<file path="config.mk">
export PLATFORM = sky130hd
export DESIGN_NAME = smce_front
export DESIGN_NICKNAME = d
export VERILOG_FILES = /design/src/rtl/smce_pkg.sv /design/src/rtl/smce_front.sv
export SDC_FILE = /design/constraint.sdc
export NUM_CORES = 1
export LEC_CHECK = 0
export BUFFER_PORTS_ARGS = -buffer_cell sky130_fd_sc_hd__buf_4
export CAP_MARGIN = 15
export CORE_MARGIN = 1
export CORE_UTILIZATION = 65
export DETAILED_ROUTE_END_ITERATION = 10
export MAX_ROUTING_LAYER = met4
export PLACE_DENSITY = 0.95
export SLEW_MARGIN = 20
export SYNTH_ARGS = -nofsm -noshare
export SYNTH_HDL_FRONTEND = slang
export SYNTH_SLANG_ARGS = --single-unit
export TNS_END_PERCENT = 1
</file>
<file path="constraint.sdc">
create_clock -name vclk -period 11.6
set_clock_uncertainty 0.05 [all_clocks]
set_input_delay 0 -clock vclk [all_inputs]
set_output_delay 0 -clock vclk [all_outputs]
set_load 0.005 [all_outputs]
</file>
<file path="src/rtl/smce_pkg.sv">
// Shared types, command codes and font tables of the scrolling marquee column engine.
package smce_pkg;

    localparam logic [1:0] CMD_CLEAR = 2'd0;
    localparam logic [1:0] CMD_LOAD  = 2'd1;
    localparam logic [1:0] CMD_TICK  = 2'd2;

    localparam logic KIND_COLUMN = 1'b0;
    localparam logic KIND_ACK    = 1'b1;

    localparam logic [7:0] CH_SPACE   = 8'd32;
    localparam logic [7:0] CH_ZERO    = 8'd48;
    localparam logic [7:0] CH_NINE    = 8'd57;
    localparam logic [7:0] CH_UPPER_A = 8'd65;
    localparam logic [7:0] CH_UPPER_Z = 8'd90;
    localparam logic [7:0] CH_LOWER_A = 8'd97;
    localparam logic [7:0] CH_LOWER_Z = 8'd122;

    localparam int GLYPH_COLS = 5;
    localparam int OP_COLS    = 6;

    typedef struct packed {
        logic [1:0] command;
        logic [7:0] char_code;
    } t_in_item;

    typedef struct packed {
        logic       kind;
        logic [7:0] column_bits;
        logic       last_column;
        logic       dropped;
    } t_out_item;

    typedef struct packed {
        logic [1:0]              command;
        logic [2:0]              len;
        logic [OP_COLS-1:0][7:0] cols;
    } t_op;

    typedef struct packed {
        logic                       found;
        logic [GLYPH_COLS-1:0][7:0] cols;
    } t_glyph;

    // column 0 sits in the low byte
    localparam logic [39:0] DIGIT_FONT [10] = '{
        40'h001E21211E, 40'h0000003F02, 40'h0026293122, 40'h001B252511,
        40'h003F08080F, 40'h0019252527, 40'h001925251E, 40'h0003050931,
        40'h001A25251A, 40'h001E292926
    };

    localparam logic [39:0] UPPER_FONT [26] = '{
        40'h003E09093E, 40'h001A25253F, 40'h000021211E, 40'h001E21213F,
        40'h002525253F, 40'h000505053F, 40'h003D25211E, 40'h003F04043F,
        40'h000000003F, 40'h00001F2030, 40'h0021120C3F, 40'h000020203F,
        40'h3F020C023F, 40'h003F08043F, 40'h001E21211E, 40'h000609093F,
        40'h2E1129211E, 40'h002619093F, 40'h0019252522, 40'h0001013F01,
        40'h001F20201F, 40'h0F1020100F, 40'h1F201C201F, 40'h00330C0C33,
        40'h0304380403, 40'h0023252931
    };

    localparam logic [39:0] LOWER_FONT [26] = '{
        40'h2018242418, 40'h001824243F, 40'h0000242418, 40'h003F242418,
        40'h00002C3438, 40'h0000093E08, 40'h0078A4A498, 40'h003804043F,
        40'h000000003D, 40'h00007D8080, 40'h000024183F, 40'h000000003F,
        40'h380438043C, 40'h003804043C, 40'h0018242418, 40'h00182424FC,
        40'h00FC242418, 40'h0000040438, 40'h0014342C28, 40'h0000243F04,
        40'h001C20201C, 40'h0C1020100C, 40'h1C201C201C, 40'h0024181824,
        40'h00007CA09C, 40'h00242C3424
    };

    function automatic t_glyph glyph_lookup(input logic [7:0] code);
        t_glyph     g;
        logic [7:0] rel;
        g   = '0;
        rel = '0;
        if (code >= CH_ZERO && code <= CH_NINE) begin
            rel     = code - CH_ZERO;
            g.found = 1'b1;
            g.cols  = DIGIT_FONT[rel[3:0]];
        end else if (code >= CH_UPPER_A && code <= CH_UPPER_Z) begin
            rel     = code - CH_UPPER_A;
            g.found = 1'b1;
            g.cols  = UPPER_FONT[rel[4:0]];
        end else if (code >= CH_LOWER_A && code <= CH_LOWER_Z) begin
            rel     = code - CH_LOWER_A;
            g.found = 1'b1;
            g.cols  = LOWER_FONT[rel[4:0]];
        end
        return g;
    endfunction

endpackage

</file>
<file path="src/rtl/smce_front.sv">
// Front end: accepts commands, expands characters through the font and queues operations.
module smce_front (
    input  logic              i_push,
    input  logic              i_full,
    input  smce_pkg::t_in_item i_item,
    output logic              o_op_push,
    output smce_pkg::t_op     o_op
);

    import smce_pkg::*;

    t_glyph     glyph;
    logic [2:0] lead;
    logic       run;

    always_comb begin
        glyph = glyph_lookup(i_item.char_code);
        lead  = '0;
        run   = 1'b1;
        for (int i = 0; i < GLYPH_COLS; i++) begin
            if (run && glyph.cols[i] != 8'd0) begin
                lead = lead + 3'd1;
            end else begin
                run = 1'b0;
            end
        end
    end

    always_comb begin
        o_op         = '0;
        o_op.command = i_item.command;
        if (i_item.command == CMD_LOAD) begin
            if (i_item.char_code == CH_SPACE) begin
                o_op.len = 3'd2;
            end else if (glyph.found) begin
                o_op.len = lead + 3'd1;
                for (int i = 0; i < GLYPH_COLS; i++) begin
                    if (3'(i) < lead) begin
                        o_op.cols[i] = glyph.cols[i];
                    end
                end
            end
        end
    end

    // drop the unused command code here
    assign o_op_push = i_push && !i_full &&
                       (i_item.command == CMD_CLEAR || i_item.command == CMD_LOAD ||
                        i_item.command == CMD_TICK);

endmodule

</file>
# Word-level counts from Yosys, hierarchy flattened
# Memories as Yosys holds them, arrays and structs flattened.
# Cells that the tools add are included.
# totals
register_bits	0
romBits	3200
in_bits	12
out_inout_bits	54
elab_cells	78
mem_count	3
# memory_table
name	depth	word_bits	read_ports	rd_ports_with_merged_regs	write_ports	line	source
(name not given)	32	40	1	0	0	smce_pkg.sv:88	g.cols = LOWER_FONT[rel[4:0]];
(name not given)	32	40	1	0	0	smce_pkg.sv:84	g.cols = UPPER_FONT[rel[4:0]];
(name not given)	16	40	1	0	0	smce_pkg.sv:80	g.cols = DIGIT_FONT[rel[3:0]];
# classes
n_addsub	8
order_cmp	14
n_eq_ne	3
muxes	29
bitwise_logic	3
n_reduce_logical	18
# op_table
cell	n
$mux W40	9
$mux W41	3
$mux W8	5
$reduce_bool A8 Y1	5
$mux W3	7
$ge A8 B7 Y1 const B	2
$le A8 B7 Y1 const B	2
$add A3 B1 Y3 const B	5
$ge A6 B6 Y1 const B	2
$not A5 Y6	2
$sub A5 B1 Y5 const B	2
$logic_and A1 B1 Y1	9
$eq A8 B6 Y1 const B	1
$ge A8 B6 Y1 const B	1
$le A8 B6 Y1 const B	1
$lt A1 B3 Y1 const A	2
$lt A2 B3 Y1 const A	2
$ge A5 B5 Y1 const B	1
$mux W1	5
$not A4 Y5	1
$sub A4 B1 Y4 const B	1
$lt A3 B3 Y1 const A	1
$eq A2 B1 Y1 const B	1
$eq A2 B2 Y1 const B	1
3 further kinds	4

# Logic depth before layout (Yosys ltp)
# depth
word_depth	23
depth_mapped	27

# Worst setup path after synthesis
# Ideal clock, no wire load.
# synth_timing
path_type	input -> output
startpoint	in i_item[1] (netlist name)
endpoint	out o_op[50] (netlist name)
arrival_ps	4746
t_required_ps	11550
path_slack_ps	6804
path_stages	24
path_buffers	4
cell_sequence	buf_6 -> clkbuf_1 -> inv_1 -> ha_1 -> ha_1 -> clkbuf_1 -> clkbuf_1 -> clkinv_1 -> ha_1 -> mux2_2 -> o221ai_1 -> o211a_1 -> nand3_1 -> nor4_1 -> a21oi_1 -> ha_1 -> inv_1 -> a21oi_1 -> ha_1 -> o21ai_0 -> a21oi_1 -> ha_1 -> or2_2 -> mux2i_1
# synth_lines
item	line	source
from (decl)	smce_front.sv:5	input smce_pkg::t_in_item i_item,
to (decl)	smce_front.sv:7	output smce_pkg::t_op o_op

==> results.cfg <==
[floorplan]
coreArea_um2 = 5200
num_io_pins = 66
initial_core_util_pct = 69.1
num_rows = 26
die_h_um = 76.4
die_w_um = 76.4
dieArea_um2 = 5840

[worst_hold_path]
hold_class = primary input to output pin
min_path_cells = 2

[final_layout]
diodes = 0
seq_cell_count = 0
areaGrowthSynthToFinish_pct = 5.91
finalInstanceArea_um2 = 3810
fin_cells = 643
drive_gt1_share_pct = 16.6
clock_buffers = 0
seq_area_um2 = 0
fin_nets = 601

[timing]
slew_headroom_pct = 21.8
min_period_over_period_pct = 57.6
setup-tns-final_ps = 0
rsz0062_at_grt = no
tightestPinTransition_ps = 1170
finalHoldViolCount = 0
fmax_ghz = 0.150
drv_slew = 0
post-route-min-period_ps = 6690
setup_viol_count_final = 0

[global_route]
gr-total-overflow = 0
grt_first_pass_wirelength_um = 23800
antenna_found_initial = 0
grt_usage_pct = 52.2
grt_max_degree = 63
grt_pass1_vias = 4320

[clock_network]
cts_resized = 0
post_cts_buffers = 0
cts_hold_buf = 0

[placement]
dp_cells = 643
dp_hpwl_um = 10700
dpl-instance-area_um2 = 3810
gp_congestion = 1.18
portBuffers = 55

[synthesis]
netlist_area_um2 = 3600
synthTopCellsByCount = 58 x nor2_1, 51 x o21ai_0, 49 x a21oi_1
synth.distinct_cells = 89
ys_seq_area_share_pct = 0
synth_area_per_cell_um2 = 6.28
synth_cells = 573
synth.largest_area_cell = o21ai_0
yosysMostFrequentCell = nor2_1
synth_top_area_share_pct = 7.09
yosys_warnings = 0
synth_area_leaders = o21ai_0 7.1%, a21oi_1 6.8%, nor2_1 6.1%

[power_and_ir_drop]
power_density_nw_per_um2 = 49.8
p_leak_nw = 1.43
p_clk_share_pct = 0
p_sw_uw = 129
seqPwrFrac_pct = 0
irDropWorstVdd_mv = 0.0333
intPower_uw = 61.0
p_sw_share_pct = 67.9
p_comb_share_pct = 100.0

[setup_path]
crit_family = adder cells
crit_chain = buf_4 -> clkinv_1 -> ha_1 -> ha_1 -> buf_4 -> nand2b_1 -> nor3_1 -> a2111oi_0 -> o211a_1 -> nand3_1 -> nor4_1 -> a21oi_1 -> ha_1 -> inv_1 -> a21oi_1 -> ha_1 -> o21ai_0 -> a21oi_1 -> ha_1 -> or2_2 -> mux2i_1 -> buf_4
slowest_stage = ha_1
cp_data_required_time_ps = 11550
worstSetupPathType = primary input to output pin
worstPathArrival_ps = 6640
critPathMaxFanout = 36
max_stage_delay_ps = 990
cp-start-kind = primary input
cp.depth = 22
cp_common_cell = ha_1
path_buf_inv = 5
cp-end-kind = output pin

[routing]
ant_nets = 0
vias = 5196
first_pass_iters = 8
drc = 0
avgRoutedWirePerCell_um = 24.0
viasPerCell = 8.08
initialDrtViolationCount = 1358
wl_um = 15500

[outcome]
status = complete, no violations

[flow_run]
cap_violations = 0
==> cells by family after synthesis <==
| logic type | count (synthesis) | synth area share (%) |
|---|---|---|
| other cells | 1 | 0.104 |
| mux | 10 | 2.96 |
| xor+xnor | 5 | 1.22 |
| fa+ha+maj | 14 | 4.87 |
| simple gates | 239 | 36.7 |
| compound gates | 221 | 42.2 |
| buf+inv | 83 | 12.0 |
==> routing by layer <==
metal	GRT usage, %	up-vias	routed length, µm
li1	-	2167	-
met1	67.3	2262	5400
met2	76.3	599	6110
met3	13.2	168	2770
met4	22.9	0	1190
met5	-	-	0
==> layout by cell type, fill, tap and decap left out, drive strengths merged, types with 4 or more instances in the layout <==
master   netlist  final
a2111oi        6      6
a211oi        17     17
a21o           4      4
a21oi         51     51
a221oi         5      5
a311o          4      4
a31oi          7      7
and2           6      6
and3           7      7
and4           5      5
buf           39     59
conb           1     11
ha            14     14
inv           12     12
mux2           5      5
mux2i          5      5
nand2         46     46
nand2b        18     18
nand3         12     12
nand4          4      4
nor2          58     58
nor2b         14     14
nor3          30     30
nor3b          5      5
nor4          12     12
o21ai         52     52
o221ai         9      9
o22ai         13     13
o311ai         7      7
o31ai          7      7
or2            5      5
or3            5      5
or4            4      4
xnor2          4      4
==> metrics by stage <==
stage	hold slack, ps	worst slack (ps)	util, %	total power, mW
2_1_floorplan	-20.1	6800	-	0.136
3_3_place_gp	135	5520	73.2	0.172
3_5_place_dp	140	5240	73.2	0.176
4_1_cts	140	5230	73.2	0.176
5_1_grt	149	4690	73.2	0.199
6_report	139	4910	73.2	0.190
==> power by group through the flow <==
stage	Clock (mW)	Sequential, mW	Combinational (mW)
finish	0	0	0.190
global route	0	0	0.199
CTS	0	0	0.176
detailed placement	0	0	0.176
global placement	0	0	0.172
floorplan	0	0	0.136
==> final cells by class <==
class,instances,area (µm²)
Multi-Input combinational cell,500,3230
Fill cell,427,1390
Timing Repair Buffer,59,443
Tap cell,70,87.6
Inverter,14,55.1
==> path summary, 6_finish.rpt <==
check | start | endpoint | slack [ps]
max | i_item[0] | o_op[50] | 4910
min | i_item[8] | o_op[51] | 140
Power figures use the tool's default switching activity.
