File: config.mk
export PLATFORM = sky130hd
export DESIGN_NAME = smce_fifo
export DESIGN_NICKNAME = d
export VERILOG_FILES = /design/src/rtl/smce_fifo.sv
export SDC_FILE = /design/constraint.sdc
export NUM_CORES = 1
export LEC_CHECK = 0
export BUFFER_PORTS_ARGS = -buffer_cell sky130_fd_sc_hd__clkbuf_2
export CAP_MARGIN = 10
export CORE_UTILIZATION = 40
export DETAILED_ROUTE_END_ITERATION = 8
export PLACE_DENSITY = 0.63
export SYNTH_ARGS = -nofsm -noshare
export SYNTH_HDL_FRONTEND = slang
export SYNTH_SLANG_ARGS = --single-unit
File: constraint.sdc
create_clock -name i_clk -period 2.6 [get_ports i_clk]
set_input_delay 0.52 -clock i_clk [delete_from_list [all_inputs] [get_ports i_clk]]
set_output_delay 0.52 -clock i_clk [all_outputs]
set_load 0.01 [all_outputs]
File: src/rtl/smce_fifo.sv
// Small synchronous FIFO used for the command queue and the result queue.
module smce_fifo #(
    parameter int WIDTH = 8,
    parameter int DEPTH = 2
) (
    input  logic                       i_clk,
    input  logic                       i_rst_n,
    input  logic                       i_push,
    input  logic [WIDTH-1:0]           i_data,
    input  logic                       i_pop,
    output logic [WIDTH-1:0]           o_data,
    output logic                       o_full,
    output logic                       o_empty,
    output logic [$clog2(DEPTH+1)-1:0] o_level
);

    localparam int AW = (DEPTH > 1) ? $clog2(DEPTH) : 1;
    localparam int LW = $clog2(DEPTH + 1);

    logic [WIDTH-1:0] r_mem [DEPTH];
    logic [AW-1:0]    r_wp, n_wp;
    logic [AW-1:0]    r_rp, n_rp;
    logic [LW-1:0]    r_level, n_level;
    logic             do_push;
    logic             do_pop;

    assign o_full  = (r_level == LW'(DEPTH));
    assign o_empty = (r_level == '0);
    assign o_level = r_level;
    assign o_data  = r_mem[r_rp];
    assign do_push = i_push && !o_full;
    assign do_pop  = i_pop && !o_empty;

    always_comb begin
        n_wp    = r_wp;
        n_rp    = r_rp;
        n_level = r_level;
        if (do_push) begin
            n_wp = (r_wp == AW'(DEPTH - 1)) ? '0 : r_wp + AW'(1);
        end
        if (do_pop) begin
            n_rp = (r_rp == AW'(DEPTH - 1)) ? '0 : r_rp + AW'(1);
        end
        if (do_push && !do_pop) begin
            n_level = r_level + LW'(1);
        end else if (do_pop && !do_push) begin
            n_level = r_level - LW'(1);
        end
    end

    always_ff @(posedge i_clk) begin
        if (!i_rst_n) begin
            r_wp    <= '0;
            r_rp    <= '0;
            r_level <= '0;
        end else begin
            r_wp    <= n_wp;
            r_rp    <= n_rp;
            r_level <= n_level;
        end
    end

    always_ff @(posedge i_clk) begin
        if (do_push) begin
            r_mem[r_wp] <= i_data;
        end
    end

endmodule

; Word-level counts from Yosys, hierarchy flattened
; Memories as Yosys holds them, arrays and structs flattened. A register that Yosys moved wholly into a read port is not among the register bits.
; Index checks and enable logic that the tools add are counted.
[totals]
output_inout_bits = 12
word_cells = 27
n_memories = 1
ff_bits = 4
mem_bits_rw = 16
[classes]
n_mux = 8
eq_ne = 1
add_sub_neg = 4
reduce_logical = 10
[mem_list]
columns = memory, words, width, rd, rd_ports_with_merged_regs, wr, line
row1 = r_mem, 2, 8, 1, 1, 1, 20  ; logic [WIDTH-1:0] r_mem [DEPTH];
[ops]
columns = cell, count
row1 = 1-bit 2-to-1 mux, 6
row2 = 1-bit logical AND, 4
row3 = 1-bit zero test, 4
row4 = 2-bit 2-to-1 mux, 2
row5 = 1-bit adder (second input constant), 2
row6 = 2-bit by 1-bit adder with 2-bit output (second input constant), 1
row7 = 2-bit equality test (second input constant), 1
row8 = 2-bit zero test, 1
row9 = 2-bit nonzero test, 1
row10 = 2-bit by 1-bit subtractor with 2-bit output (second input constant), 1

; Depth between registers and ports, before layout
; Gate-level depths: netlist (run 1).
[depth]
ltp_word = 7
mapped_depth = 7

; Worst setup path after synthesis (run 1)
; Ideal clock, no wire load.
[synth_path]
path_kind = reg2reg
startpoint = register r_level[0] (netlist: o_level[0])
endpoint = register r_level[1] (netlist: o_level[1])
arrival_time_ns = 1.480
stages_incl_launch_ff = 7
setup_slack_ns = 1.050
t_required_ns = 2.530
setup_ns = 0.070
cell_sequence = dfxtp_1 nand2b_1 inv_2 nor2_1 ha_1 or3_1 a21boi_1
[synth_via]
elab_chain_cells = 6
word_cells_on_any_way = 15
cone_classes = 2 x add/sub / 1 x eq/ne / 2 x mux / 10 x reduce/logical
[synth_rtl]
columns = element, line
row1 = from (decl), 23  ; logic [LW-1:0] r_level, n_level;
row2 = from (signal assigned), 59  ; r_level <= n_level;
row3 = 2-bit equality test (*), 27  ; assign o_full = (r_level == LW'(DEPTH));
row4 = via o_full, 12  ; output logic o_full,
row5 = 1-bit zero test (*), 31  ; assign do_push = i_push && !o_full;
row6 = 1-bit logical AND (*), 31
row7 = 1-bit zero test, 46  ; end else if (do_pop && !do_push) begin
row8 = 1-bit logical AND, 46
row9 = 2-bit nonzero test (no line), --
; Mark *: on every way through the listed nets, which the timed path passes. The rest lies on a longest branch. The select of a mux whose other input is x is not followed.
; A chain may end at the register's enable or synchronous reset.

==> flow_metrics.py, run 1 <==
metrics = {
    "worst_hold_path": {
        "hold-path-endpoint": "r_mem[0][3]",
        "min-delay-start": "i_data[3]",
        "timing.hold.worst.class": "in2reg",
        "hold_depth": 1,
    },
    "final_layout": {
        "post_route_cells_drive_above_1_share": 0.4737,
        "finish.net_count": 90,
        "design_area_um2": 977.2,
        "syn2layout_area_growth_pct": 20.71,
        "antennaDiodeCount": 0,
        "filler_cell_count": 162,
    },
    "timing": {
        "layout_worst_path_cycle_share": 0.7272,
        "rsz0062_at_grt": "no",
        "fin_ws_ns": 0.7093,
        "fmax_mhz": 528.9,
        "fin_setup_tns_ns": 0,
        "max-slew-margin-rel": 0.5447,
        "finalWorstPathRequiredPeriod_ns": 1.891,
        "report.final.hold_viol_count": 0,
        "maxSlewViolCount": 0,
        "fin_skew_ns": 0.004390,
        "worst-slew-pin-transition_ns": 0.6792,
        "setup_viol_count_final": 0,
    },
    "cts": {
        "clk_transition_reported_paths_ns": 0.11,
        "clockRootBuffer": "clkbuf_4",
        "h-tree-depth": 1,
        "cts.hold.buffers_added": 0,
        "post_cts.resized_instances": 0,
        "numCtsBuffers": 3,
        "cts_setup_buffers": 0,
        "cts_tree": "done",
        "cts_sinks": 21,
        "max-clock-path-buffers": 2,
        "insertion_delay_ns": 0.29,
    },
    "pwr": {
        "p_clk_frac": 0.161,
        "flop_pwr_share": 0.518,
        "power.internal_mw": 0.6404,
        "power.ir.vdd_worst_mv": 0.5466,
        "p_comb_frac": 0.321,
        "pwr_density_cell_nw_per_um2": 942.7,
        "p_leak_nw": 0.3919,
        "switching_power_mw": 0.2808,
        "power.switching_fraction": 0.3048,
        "power_mw": 0.9212,
    },
    "floorplanning": {
        "floorplan.rows": 15,
        "ios": 24,
        "core_area_um2": 1802,
        "floorplan.die.width_um": 46.99,
        "fp.dieArea_um2": 2208,
        "chipHeight_um": 46.99,
        "initial_cell_density_of_the_core": 0.4493,
    },
    "placed_design": {
        "placer_congestion": 0.6659,
        "post_dp_cell_area_um2": 950.9,
        "dp_worst_setup_slack_ns": 0.9696,
        "place.port_buffers": 23,
    },
    "flow_run": {
        "timing.max_cap.violations": 0,
    },
    "worst_setup_path": {
        "critical_path_arrival_ns": 1.37,
        "r2r_end": "o_level[1]",
        "setup.worst_path.end_class": "primary output",
        "cp-start-kind": "flop",
        "rr_startpoint": "o_level[0]",
        "cp_max_fo": 8,
        "reg2reg_slack_ns": 1.00,
        "setup.worst_path.class": "reg2out",
        "worstRegToRegCells": 6,
        "crit_required_ns": 2.08,
    },
    "synth": {
        "ys_dominant_reg_cell": "edfxtp_1",
        "post_synth_main_area_contributors": "edfxtp_1 (59%), dfxtp_1 (12%), mux2_2 (11%), and2_1 (2.3%), xnor2_1 (2.2%)",
        "post_synth_instance_area_um2": 809.5,
        "synth_adder_area_share": 0.01546,
        "synth.area.mux_share": 0.1113,
        "synth_top_cells_by_count": "edfxtp_1 (16), mux2_2 (8), dfxtp_1 (5)",
        "post_synth.cell_area_avg_um2": 16.19,
        "synthSimpleGateAreaFrac": 0.06801,
        "yosys.area.top_type": "edfxtp_1",
        "synthXorXnorAreaFrac": 0.03246,
        "async_flop_share": 0,
        "synth_top_family_by_area": "multiplexers",
        "synth_compound_area_frac": 0.04019,
        "synth_seq_area_share": 0.7172,
        "synth-seq-cells": 21,
        "postSynthCellCount": 50,
        "yosysMostFrequentCell": "edfxtp_1",
        "synthDistinctLibCells": 20,
        "yosysTopAreaCellShare": 0.5935,
        "ys_warn_count": 0,
        "synth_enable_flop_cells": 16,
        "mappedNetlistNets": 63,
    },
    "detailed_routing": {
        "wire_length_reported_by_the_detailed_router_um": 1139,
        "antenna_left": 0,
        "route.detailed.drc": 0,
        "post_drt_via_cell_ratio": 4.545,
        "via_count": 459,
        "tritonroute_pass_1_iters": 2,
        "drt-wirelength-per-cell_um": 11.28,
        "drt_iter0_markers": 2,
    },
    "grt": {
        "overflow": 0,
        "pin_count_of_the_biggest_net_entering_global_routing": 12,
        "grt_pass1_vias": 419,
        "track_usage": 0.1211,
        "grt_antenna_before_repair": 0,
        "wire_length_of_the_first_global_routing_pass_um": 1697,
    },
    "outcome": {
        "run_status": "finished clean",
    },
}
-- worst max path at each step --
stage          startpoint     endpoint  slack, ns  cells after the start
2_1_floorplan  o_level[0]   o_level[1]       1.05                      6
4_1_cts              flop    o_data[7]       0.68                      2
3_5_place_dp       i_push  r_mem[0][1]       0.97                      3
3_3_place_gp       i_push  r_mem[0][3]       0.98                      3
6_report             flop    o_data[7]       0.71                      2
5_1_grt              flop    o_data[7]       0.63                      2
-- worst max-delay path, cell delays in order (launching register included) --
cell	delay [ns]
dfxtp_1	0.55
mux2_2	0.40
clkbuf_2	0.13
-- power groups by stage --
stage                     combinational (mW)  sequential (mW)  clock [mW]
after global placement                 0.296            0.484           0
after detailed placement               0.297            0.485           0
after CTS                              0.299            0.478       0.154
after floorplan                        0.212            0.468           0
after global routing                   0.330            0.486       0.167
final                                  0.295            0.477       0.148
-- logic make-up (layout without fill, tap and decap cells) --
kind of cell,after synthesis,in the layout
XOR/XNOR,3,3
adder cells (fa/ha/maj),1,1
AND/OR/NAND/NOR,9,9
AO/OA/AOI/OAI,5,5
multiplexers,8,8
buffers and inverters,3,29
flip-flops,21,21
-- final cells by class --
type	count	area, µm²	area share
clock buffers	4	26.28	0.02689
flip-flops and latches	21	580.6	0.5941
inverters	2	7.507	0.007682
well taps	25	31.28	0.03201
multi-input cells	26	216.5	0.2215
repair buffers	23	115.1	0.1178
-- stage by stage --
stage / util / hold slack (ns) / instances
4_1_cts: 0.5424 / 0.3993 / 101
2_1_floorplan: - / 0.5386 / 50
5_1_grt: 0.5424 / 0.3917 / 101
6_report: 0.5424 / 0.4101 / 101
3_3_place_gp: 0.5278 / 0.5248 / 97
3_5_place_dp: 0.5278 / 0.5460 / 97
-- sequential cells by signal, indices dropped and copies added, names as in the netlist, named ones only --
name	count
r_wp	1
o_level	2
r_rp	1
r_mem	16
-- layer usage --
layer	global-route usage	up-vias	wire length, µm
met1	0.1485	208	565
met4	0.08571	0	9
met2	0.1722	14	495
met3	0.05000	2	68
li1	-	235	-
met5	0	-	0
-- cells in the final DEF (no fill, tap or decap), drive strengths merged --
| cell type | count |
|---|---|
| clkbuf | 27 |
| edfxtp | 16 |
| mux2 | 8 |
| dfxtp | 5 |
| and2 | 3 |
| nor2 | 2 |
| xnor2 | 2 |
| inv | 2 |
| o21ai | 2 |
| a21boi | 2 |
| nand2b | 1 |
| and3 | 1 |
| nor3 | 1 |
| o21a | 1 |
| xor2 | 1 |
| or3 | 1 |
| ha | 1 |
Power figures use the tool's default switching activity.
==> run 2, diff against run 1 <==
--- a/config.mk
+++ b/config.mk
@@ -5,6 +5,7 @@
 export SDC_FILE = /design/constraint.sdc
 export NUM_CORES = 1
 export LEC_CHECK = 0
+export ABC_AREA = 1
 export BUFFER_PORTS_ARGS = -buffer_cell sky130_fd_sc_hd__clkbuf_2
 export CAP_MARGIN = 10
 export CORE_UTILIZATION = 40
==> constraint.sdc (replaced) <==
create_clock -name i_clk -period 2 [get_ports i_clk]
set_input_delay 0.4 -clock i_clk [delete_from_list [all_inputs] [get_ports i_clk]]
set_output_delay 0.4 -clock i_clk [all_outputs]
set_load 0.01 [all_outputs]
==> run 2 against run 1 <==
Global-route usage decreased by 0.35 points. Die area up 1.6%. Sequential share of layout area decreased by 1.8 points. Area after synthesis grew 1.7%. Register-to-register slack worse by 0.45 ns. Cell area grew 3.2%. Highest routed layer unchanged.
==> flow_metrics.py, run 2 <==
metrics = {
    "pwr": {
        "p_leak_nw": 0.4310,
        "power.switching_fraction": 0.3211,
        "flop_pwr_share": 0.513,
        "switching_power_mw": 0.3827,
        "p_comb_frac": 0.326,
        "pwr_density_cell_nw_per_um2": 1182,
        "power.internal_mw": 0.8091,
        "power.ir.vdd_worst_mv": 0.7002,
        "p_clk_frac": 0.161,
    },
    "final_layout": {
        "most_common_cell_after_layout_fill_and_taps_aside": "clkbuf_2",
        "final_cell_mix": "clkbuf_2 (23), edfxtp_1 (16), nor2_1 (10), mux2_2 (8), inv_1 (8)",
        "finish.net_count": 105,
        "registers.top_by_ff_count": "r_mem",
        "antennaDiodeCount": 0,
        "flip_flop_count_of_the_largest_register_all_copies_and_words_added": 16,
        "syn2layout_area_growth_pct": 22.49,
        "post_route_cells_drive_above_1_share": 0.4286,
        "post-route-util": 0.5193,
    },
    "synth": {
        "ys_warn_count": 0,
        "synth_seq_area_share": 0.7052,
        "synthXorXnorAreaFrac": 0,
        "synth.area.mux_share": 0.1094,
        "synth_compound_area_frac": 0.02888,
        "ys_dominant_reg_cell": "edfxtp_1",
        "synth-seq-cells": 21,
        "post_synth_instance_area_um2": 823.3,
        "postSynthCellCount": 63,
        "synthSimpleGateAreaFrac": 0.09422,
        "post_synth.cell_area_avg_um2": 13.07,
        "yosysTopAreaCellShare": 0.5836,
        "synthDistinctLibCells": 15,
        "yosysMostFrequentCell": "edfxtp_1",
        "synth_enable_flop_cells": 16,
        "post_synth_main_area_contributors": "edfxtp_1 (58%), dfxtp_1 (12%), mux2_2 (11%), nor2_1 (4.6%), inv_1 (3.6%)",
        "synth_top_family_by_area": "multiplexers",
        "mappedNetlistNets": 76,
        "synth_top_cells_by_count": "edfxtp_1 (16), nor2_1 (10), inv_1 (8), mux2_2 (8), nand2_1 (6)",
        "synth_adder_area_share": 0.01520,
        "async_flop_share": 0,
        "yosys.area.top_type": "edfxtp_1",
    },
    "timing": {
        "layout_worst_path_cycle_share": 0.8738,
        "maxSlewViolCount": 0,
        "report.final.hold_viol_count": 0,
        "fmax_mhz": 572.2,
        "fin_skew_ns": 0.005780,
        "finalWorstPathRequiredPeriod_ns": 1.748,
        "fin_ws_ns": 0.2525,
        "fin_worst_hold_slack_ns": 0.2946,
        "fin_setup_tns_ns": 0,
        "rsz0062_at_grt": "no",
        "setup_viol_count_final": 0,
        "max-slew-margin-rel": 0.7619,
        "worst-slew-pin-transition_ns": 0.3566,
    },
    "floorplanning": {
        "ios": 24,
        "fp.dieArea_um2": 2243,
        "floorplan.rows": 16,
        "initial_cell_density_of_the_core": 0.4240,
        "core_area_um2": 1942,
        "floorplan.die.width_um": 47.37,
        "chipHeight_um": 47.37,
    },
    "worst_setup_path": {
        "setup.worst_path.class": "reg2out",
        "r2r_end": "o_level[1]",
        "crit_required_ns": 1.60,
        "cp_max_fo": 8,
        "critical_path_arrival_ns": 1.35,
        "setup.worst_path.end_class": "primary output",
        "reg2reg_slack_ns": 0.55,
        "cp-start-kind": "flop",
        "rr_startpoint": "o_level[0]",
        "worstRegToRegCells": 9,
    },
    "grt": {
        "track_usage": 0.1176,
        "grt_pass1_vias": 441,
        "pin_count_of_the_biggest_net_entering_global_routing": 12,
        "grt_antenna_before_repair": 0,
        "wire_length_of_the_first_global_routing_pass_um": 1759,
        "overflow": 0,
    },
    "cts": {
        "post_cts.resized_instances": 0,
        "cts_sinks": 21,
        "cts_setup_buffers": 0,
        "numCtsBuffers": 3,
        "clk_transition_reported_paths_ns": 0.11,
        "h-tree-depth": 1,
        "cts_tree": "done",
        "insertion_delay_ns": 0.29,
        "max-clock-path-buffers": 2,
        "cts.hold.buffers_added": 0,
        "clockRootBuffer": "clkbuf_4",
    },
    "placed_design": {
        "placer_congestion": 0.6765,
        "post-dp-hpwl_um": 893.2,
        "place.port_buffers": 23,
        "dp_worst_setup_slack_ns": 0.5413,
    },
    "worst_hold_path": {
        "hold_depth": 1,
        "timing.hold.worst.class": "in2reg",
        "hold-path-endpoint": "r_mem[1][5]",
        "min-delay-start": "i_data[5]",
    },
    "detailed_routing": {
        "antenna_left": 0,
        "route.detailed.drc": 0,
        "drt-wirelength-per-cell_um": 10.55,
        "post_drt_via_cell_ratio": 4.466,
        "tritonroute_pass_1_iters": 3,
        "via_count": 527,
        "drt_iter0_markers": 15,
        "wire_length_reported_by_the_detailed_router_um": 1245,
    },
    "flow_run": {
        "timing.max_cap.violations": 0,
    },
    "outcome": {
        "run_status": "finished clean",
    },
}
## run 2: cell types whose count changed after synthesis, moves of 2 or more
cell / change
nor2_1: +8
inv_1: +7
nand2_1: +6
and2_1: -3
xnor2_1: -2
## run 2: cells by family after synthesis
family / Yosys count
adder cells (fa/ha/maj): 1
buffers and inverters: 10
AND/OR/NAND/NOR: 19
flip-flops: 21
multiplexers: 8
AO/OA/AOI/OAI: 4
## run 2: worst max-delay path by stage
stage               slack, ns  depth (start not counted)       start         end
detailed placement       0.54                          2        flop   o_data[0]
global placement         0.59                          2        flop   o_data[4]
finish                   0.25                          2        flop   o_data[0]
global route             0.17                          2        flop   o_data[6]
CTS                      0.20                          2        flop   o_data[0]
floorplan                0.58                          9  o_level[0]  o_level[1]
## run 2: critical path, stage by stage, from the launching register on
cell      delay (ns)
dfxtp_1         0.55
mux2_2          0.38
clkbuf_2        0.13
## run 2: power by group through the flow
| stage | Sequential [mW] | Combinational [mW] | Clock (mW) |
|---|---|---|---|
| CTS | 0.614 | 0.397 | 0.198 |
| floorplan | 0.608 | 0.263 | 0 |
| global placement | 0.619 | 0.385 | 0 |
| global route | 0.622 | 0.446 | 0.209 |
| finish | 0.612 | 0.389 | 0.191 |
| detailed placement | 0.623 | 0.394 | 0 |
## run 2: layout make-up
cell class / count / area, µm²
tap: 27 / 33.78
sequential: 21 / 580.6
multi-input combinational: 32 / 203.9
fill: 194 / 933.4
inverter: 9 / 33.78
timing repair buffer: 25 / 130.1
clock buffer: 4 / 26.28
## run 2: metrics by stage
step	cell area (µm²)	power [mW]	cells
after detailed placement	982.2	1.017	114
final	1008	1.192	118
after global placement	982.2	1.003	114
after CTS	1008	1.208	118
after floorplan	823.3	0.8707	63
after global routing	1008	1.277	118
## run 2: per-layer routing
layer,track usage,wire (µm),vias up
li1,-,-,268
met1,0.1317,526,244
met2,0.2027,645,13
met3,0.02692,65,2
met4,0.06857,8,0
met5,0,0,-
==> run 3, diff against run 2 <==
==> constraint.sdc (replaced) <==
create_clock -name i_clk -period 2 [get_ports i_clk]
set_input_delay 0.2 -clock i_clk [delete_from_list [all_inputs] [get_ports i_clk]]
set_output_delay 0.2 -clock i_clk [all_outputs]
set_load 0.01 [all_outputs]
==> run 3 against run 2 <==
Cell area increased by 0.12%. Clock-buffer cell count decreased by 1. Highest routed layer unchanged. Largest power group unchanged. Global-route usage decreased by 0.15 points. Sequential power about the same. Total power increased by 1.2%. Non-clock buffer count unchanged. Utilization increased by 0.064 points. Register-to-register slack improved by 0.02 ns.
==> flow_metrics.py, run 3 (same netlist as run 2, synthesis figures left out) <==
metrics = {
    "floorplanning": {
        "floorplan.die.width_um": 47.37,
        "ios": 24,
        "chipHeight_um": 47.37,
        "fp.dieArea_um2": 2243,
        "initial_cell_density_of_the_core": 0.4240,
        "floorplan.rows": 16,
        "core_area_um2": 1942,
    },
    "grt": {
        "grt_pass1_vias": 409,
        "wire_length_of_the_first_global_routing_pass_um": 1676,
        "pin_count_of_the_biggest_net_entering_global_routing": 13,
        "track_usage": 0.1161,
        "grt_antenna_before_repair": 0,
        "overflow": 0,
    },
    "timing": {
        "rsz0062_at_grt": "no",
        "finalWorstPathRequiredPeriod_ns": 1.562,
        "worst-slew-pin-transition_ns": 0.4149,
        "max-slew-margin-rel": 0.7224,
        "fmax_mhz": 640.3,
        "fin_setup_tns_ns": 0,
        "fin_skew_ns": 0.003183,
        "maxSlewViolCount": 0,
        "layout_worst_path_cycle_share": 0.7809,
        "report.final.hold_viol_count": 0,
        "setup_viol_count_final": 0,
        "fin_worst_hold_slack_ns": 0.07553,
    },
    "pwr": {
        "power.internal_mw": 0.8065,
        "power.switching_fraction": 0.3311,
        "switching_power_mw": 0.3993,
        "p_comb_frac": 0.323,
        "p_clk_frac": 0.170,
        "pwr_density_cell_nw_per_um2": 1194,
        "p_leak_nw": 0.4337,
        "power.ir.vdd_worst_mv": 0.6150,
        "flop_pwr_share": 0.508,
    },
    "final_layout": {
        "finish.net_count": 105,
        "most_common_cell_after_layout_fill_and_taps_aside": "clkbuf_2",
        "registers.top_by_ff_count": "r_mem",
        "syn2layout_area_growth_pct": 22.64,
        "antennaDiodeCount": 0,
        "post_route_cells_drive_above_1_share": 0.4396,
        "flip_flop_count_of_the_largest_register_all_copies_and_words_added": 16,
        "filler_cell_count": 199,
        "final-seq-area_um2": 580.6,
        "multi_input_comb_area_um2": 203.9,
        "final_cell_mix": "clkbuf_2 (23), edfxtp_1 (16), nor2_1 (10), mux2_2 (8), inv_1 (8)",
    },
    "worst_setup_path": {
        "critical_path.n_buffers_inverters": 1,
        "cp-start-kind": "flop",
        "critical_path_arrival_ns": 1.36,
        "worst_path_largest_cell_delay_ns": 0.55,
        "critical_path.slowest_cell": "dfxtp_1",
        "crit_required_ns": 1.80,
        "setup.worst_path.class": "reg2out",
        "cp_max_fo": 8,
        "setup.worst_path.end_class": "primary output",
        "crit_chain": "mux2_2 -> clkbuf_2",
        "cp_top_family": "flip-flops",
    },
    "detailed_routing": {
        "tritonroute_pass_1_iters": 4,
        "post_drt_via_cell_ratio": 4.415,
        "wire_length_reported_by_the_detailed_router_um": 1283,
        "route.detailed.drc": 0,
        "via_count": 521,
        "antenna_left": 0,
        "drt-wirelength-per-cell_um": 10.87,
        "drt_iter0_markers": 10,
    },
    "worst_hold_path": {
        "timing.hold.worst.class": "in2reg",
    },
    "placed_design": {
        "placer_congestion": 0.6932,
        "place.port_buffers": 23,
        "post-dp-hpwl_um": 923.6,
    },
    "cts": {
        "cts_sinks": 21,
        "clk_transition_reported_paths_ns": 0.12,
        "h-tree-depth": 1,
        "post_cts.resized_instances": 0,
        "insertion_delay_ns": 0.30,
        "clockRootBuffer": "clkbuf_4",
        "max-clock-path-buffers": 2,
        "cts_setup_buffers": 0,
        "cts.hold.buffers_added": 0,
        "numCtsBuffers": 3,
        "cts_tree": "done",
    },
    "outcome": {
        "run_status": "finished clean",
    },
    "flow_run": {
        "timing.max_cap.violations": 0,
    },
}
==> run 3: cell types whose count changed in the layout (fill, tap and decap cells not counted), sizes merged <==
cell    delta
clkbuf     -1
clkinv     +1
==> run 3: area by class of cell <==
type	count	area share
sequential	21	0.5750
timing repair buffer	25	0.1289
multi-input combinational	32	0.2020
inverter	9	0.03346
clock inverter	1	0.004957
tap	27	0.03346
clock buffer	3	0.02230
==> run 3: per-stage QoR <==
step | worst slack, ns | total power, mW | cell area, µm² | utilization | std cells
2_1_floorplan | 0.5790 | 0.8707 | 823.3 | - | 63
4_1_cts | 0.4135 | 1.217 | 1010 | 0.5200 | 118
3_3_place_gp | 0.6174 | 1.005 | 982.2 | 0.5058 | 114
6_report | 0.4382 | 1.206 | 1010 | 0.5200 | 118
5_1_grt | 0.3557 | 1.290 | 1010 | 0.5200 | 118
3_5_place_dp | 0.5914 | 1.013 | 982.2 | 0.5058 | 114
==> run 3: final timing paths <==
check | end | cells after the start | slack, ns | startpoint
setup / recovery | o_data[2] | 2 | 0.44 | flop
hold / removal | r_mem[0][4] | 1 | 0.08 | i_data[4]
setup reg to reg | o_level[1] | 9 | 0.57 | o_level[1]
hold reg to reg | flop | 2 | 0.52 | r_rp
==> run 3: power by group through the flow <==
| stage | registers, mW | clock network [mW] | logic (mW) |
|---|---|---|---|
| 2_1_floorplan | 0.608 | 0 | 0.263 |
| 3_3_place_gp | 0.620 | 0 | 0.385 |
| 3_5_place_dp | 0.623 | 0 | 0.389 |
| 4_1_cts | 0.613 | 0.211 | 0.392 |
| 5_1_grt | 0.624 | 0.224 | 0.443 |
| 6_report | 0.612 | 0.205 | 0.389 |
==> run 3: routing by layer <==
metal / routed length, µm / vias to the layer above / GRT usage
met1: 584 / 233 / 0.1418
met3: 69 / 4 / 0.02692
met2: 606 / 15 / 0.1781
li1: - / 269 / -
met4: 23 / 0 / 0.08571
met5: 0 / - / 0
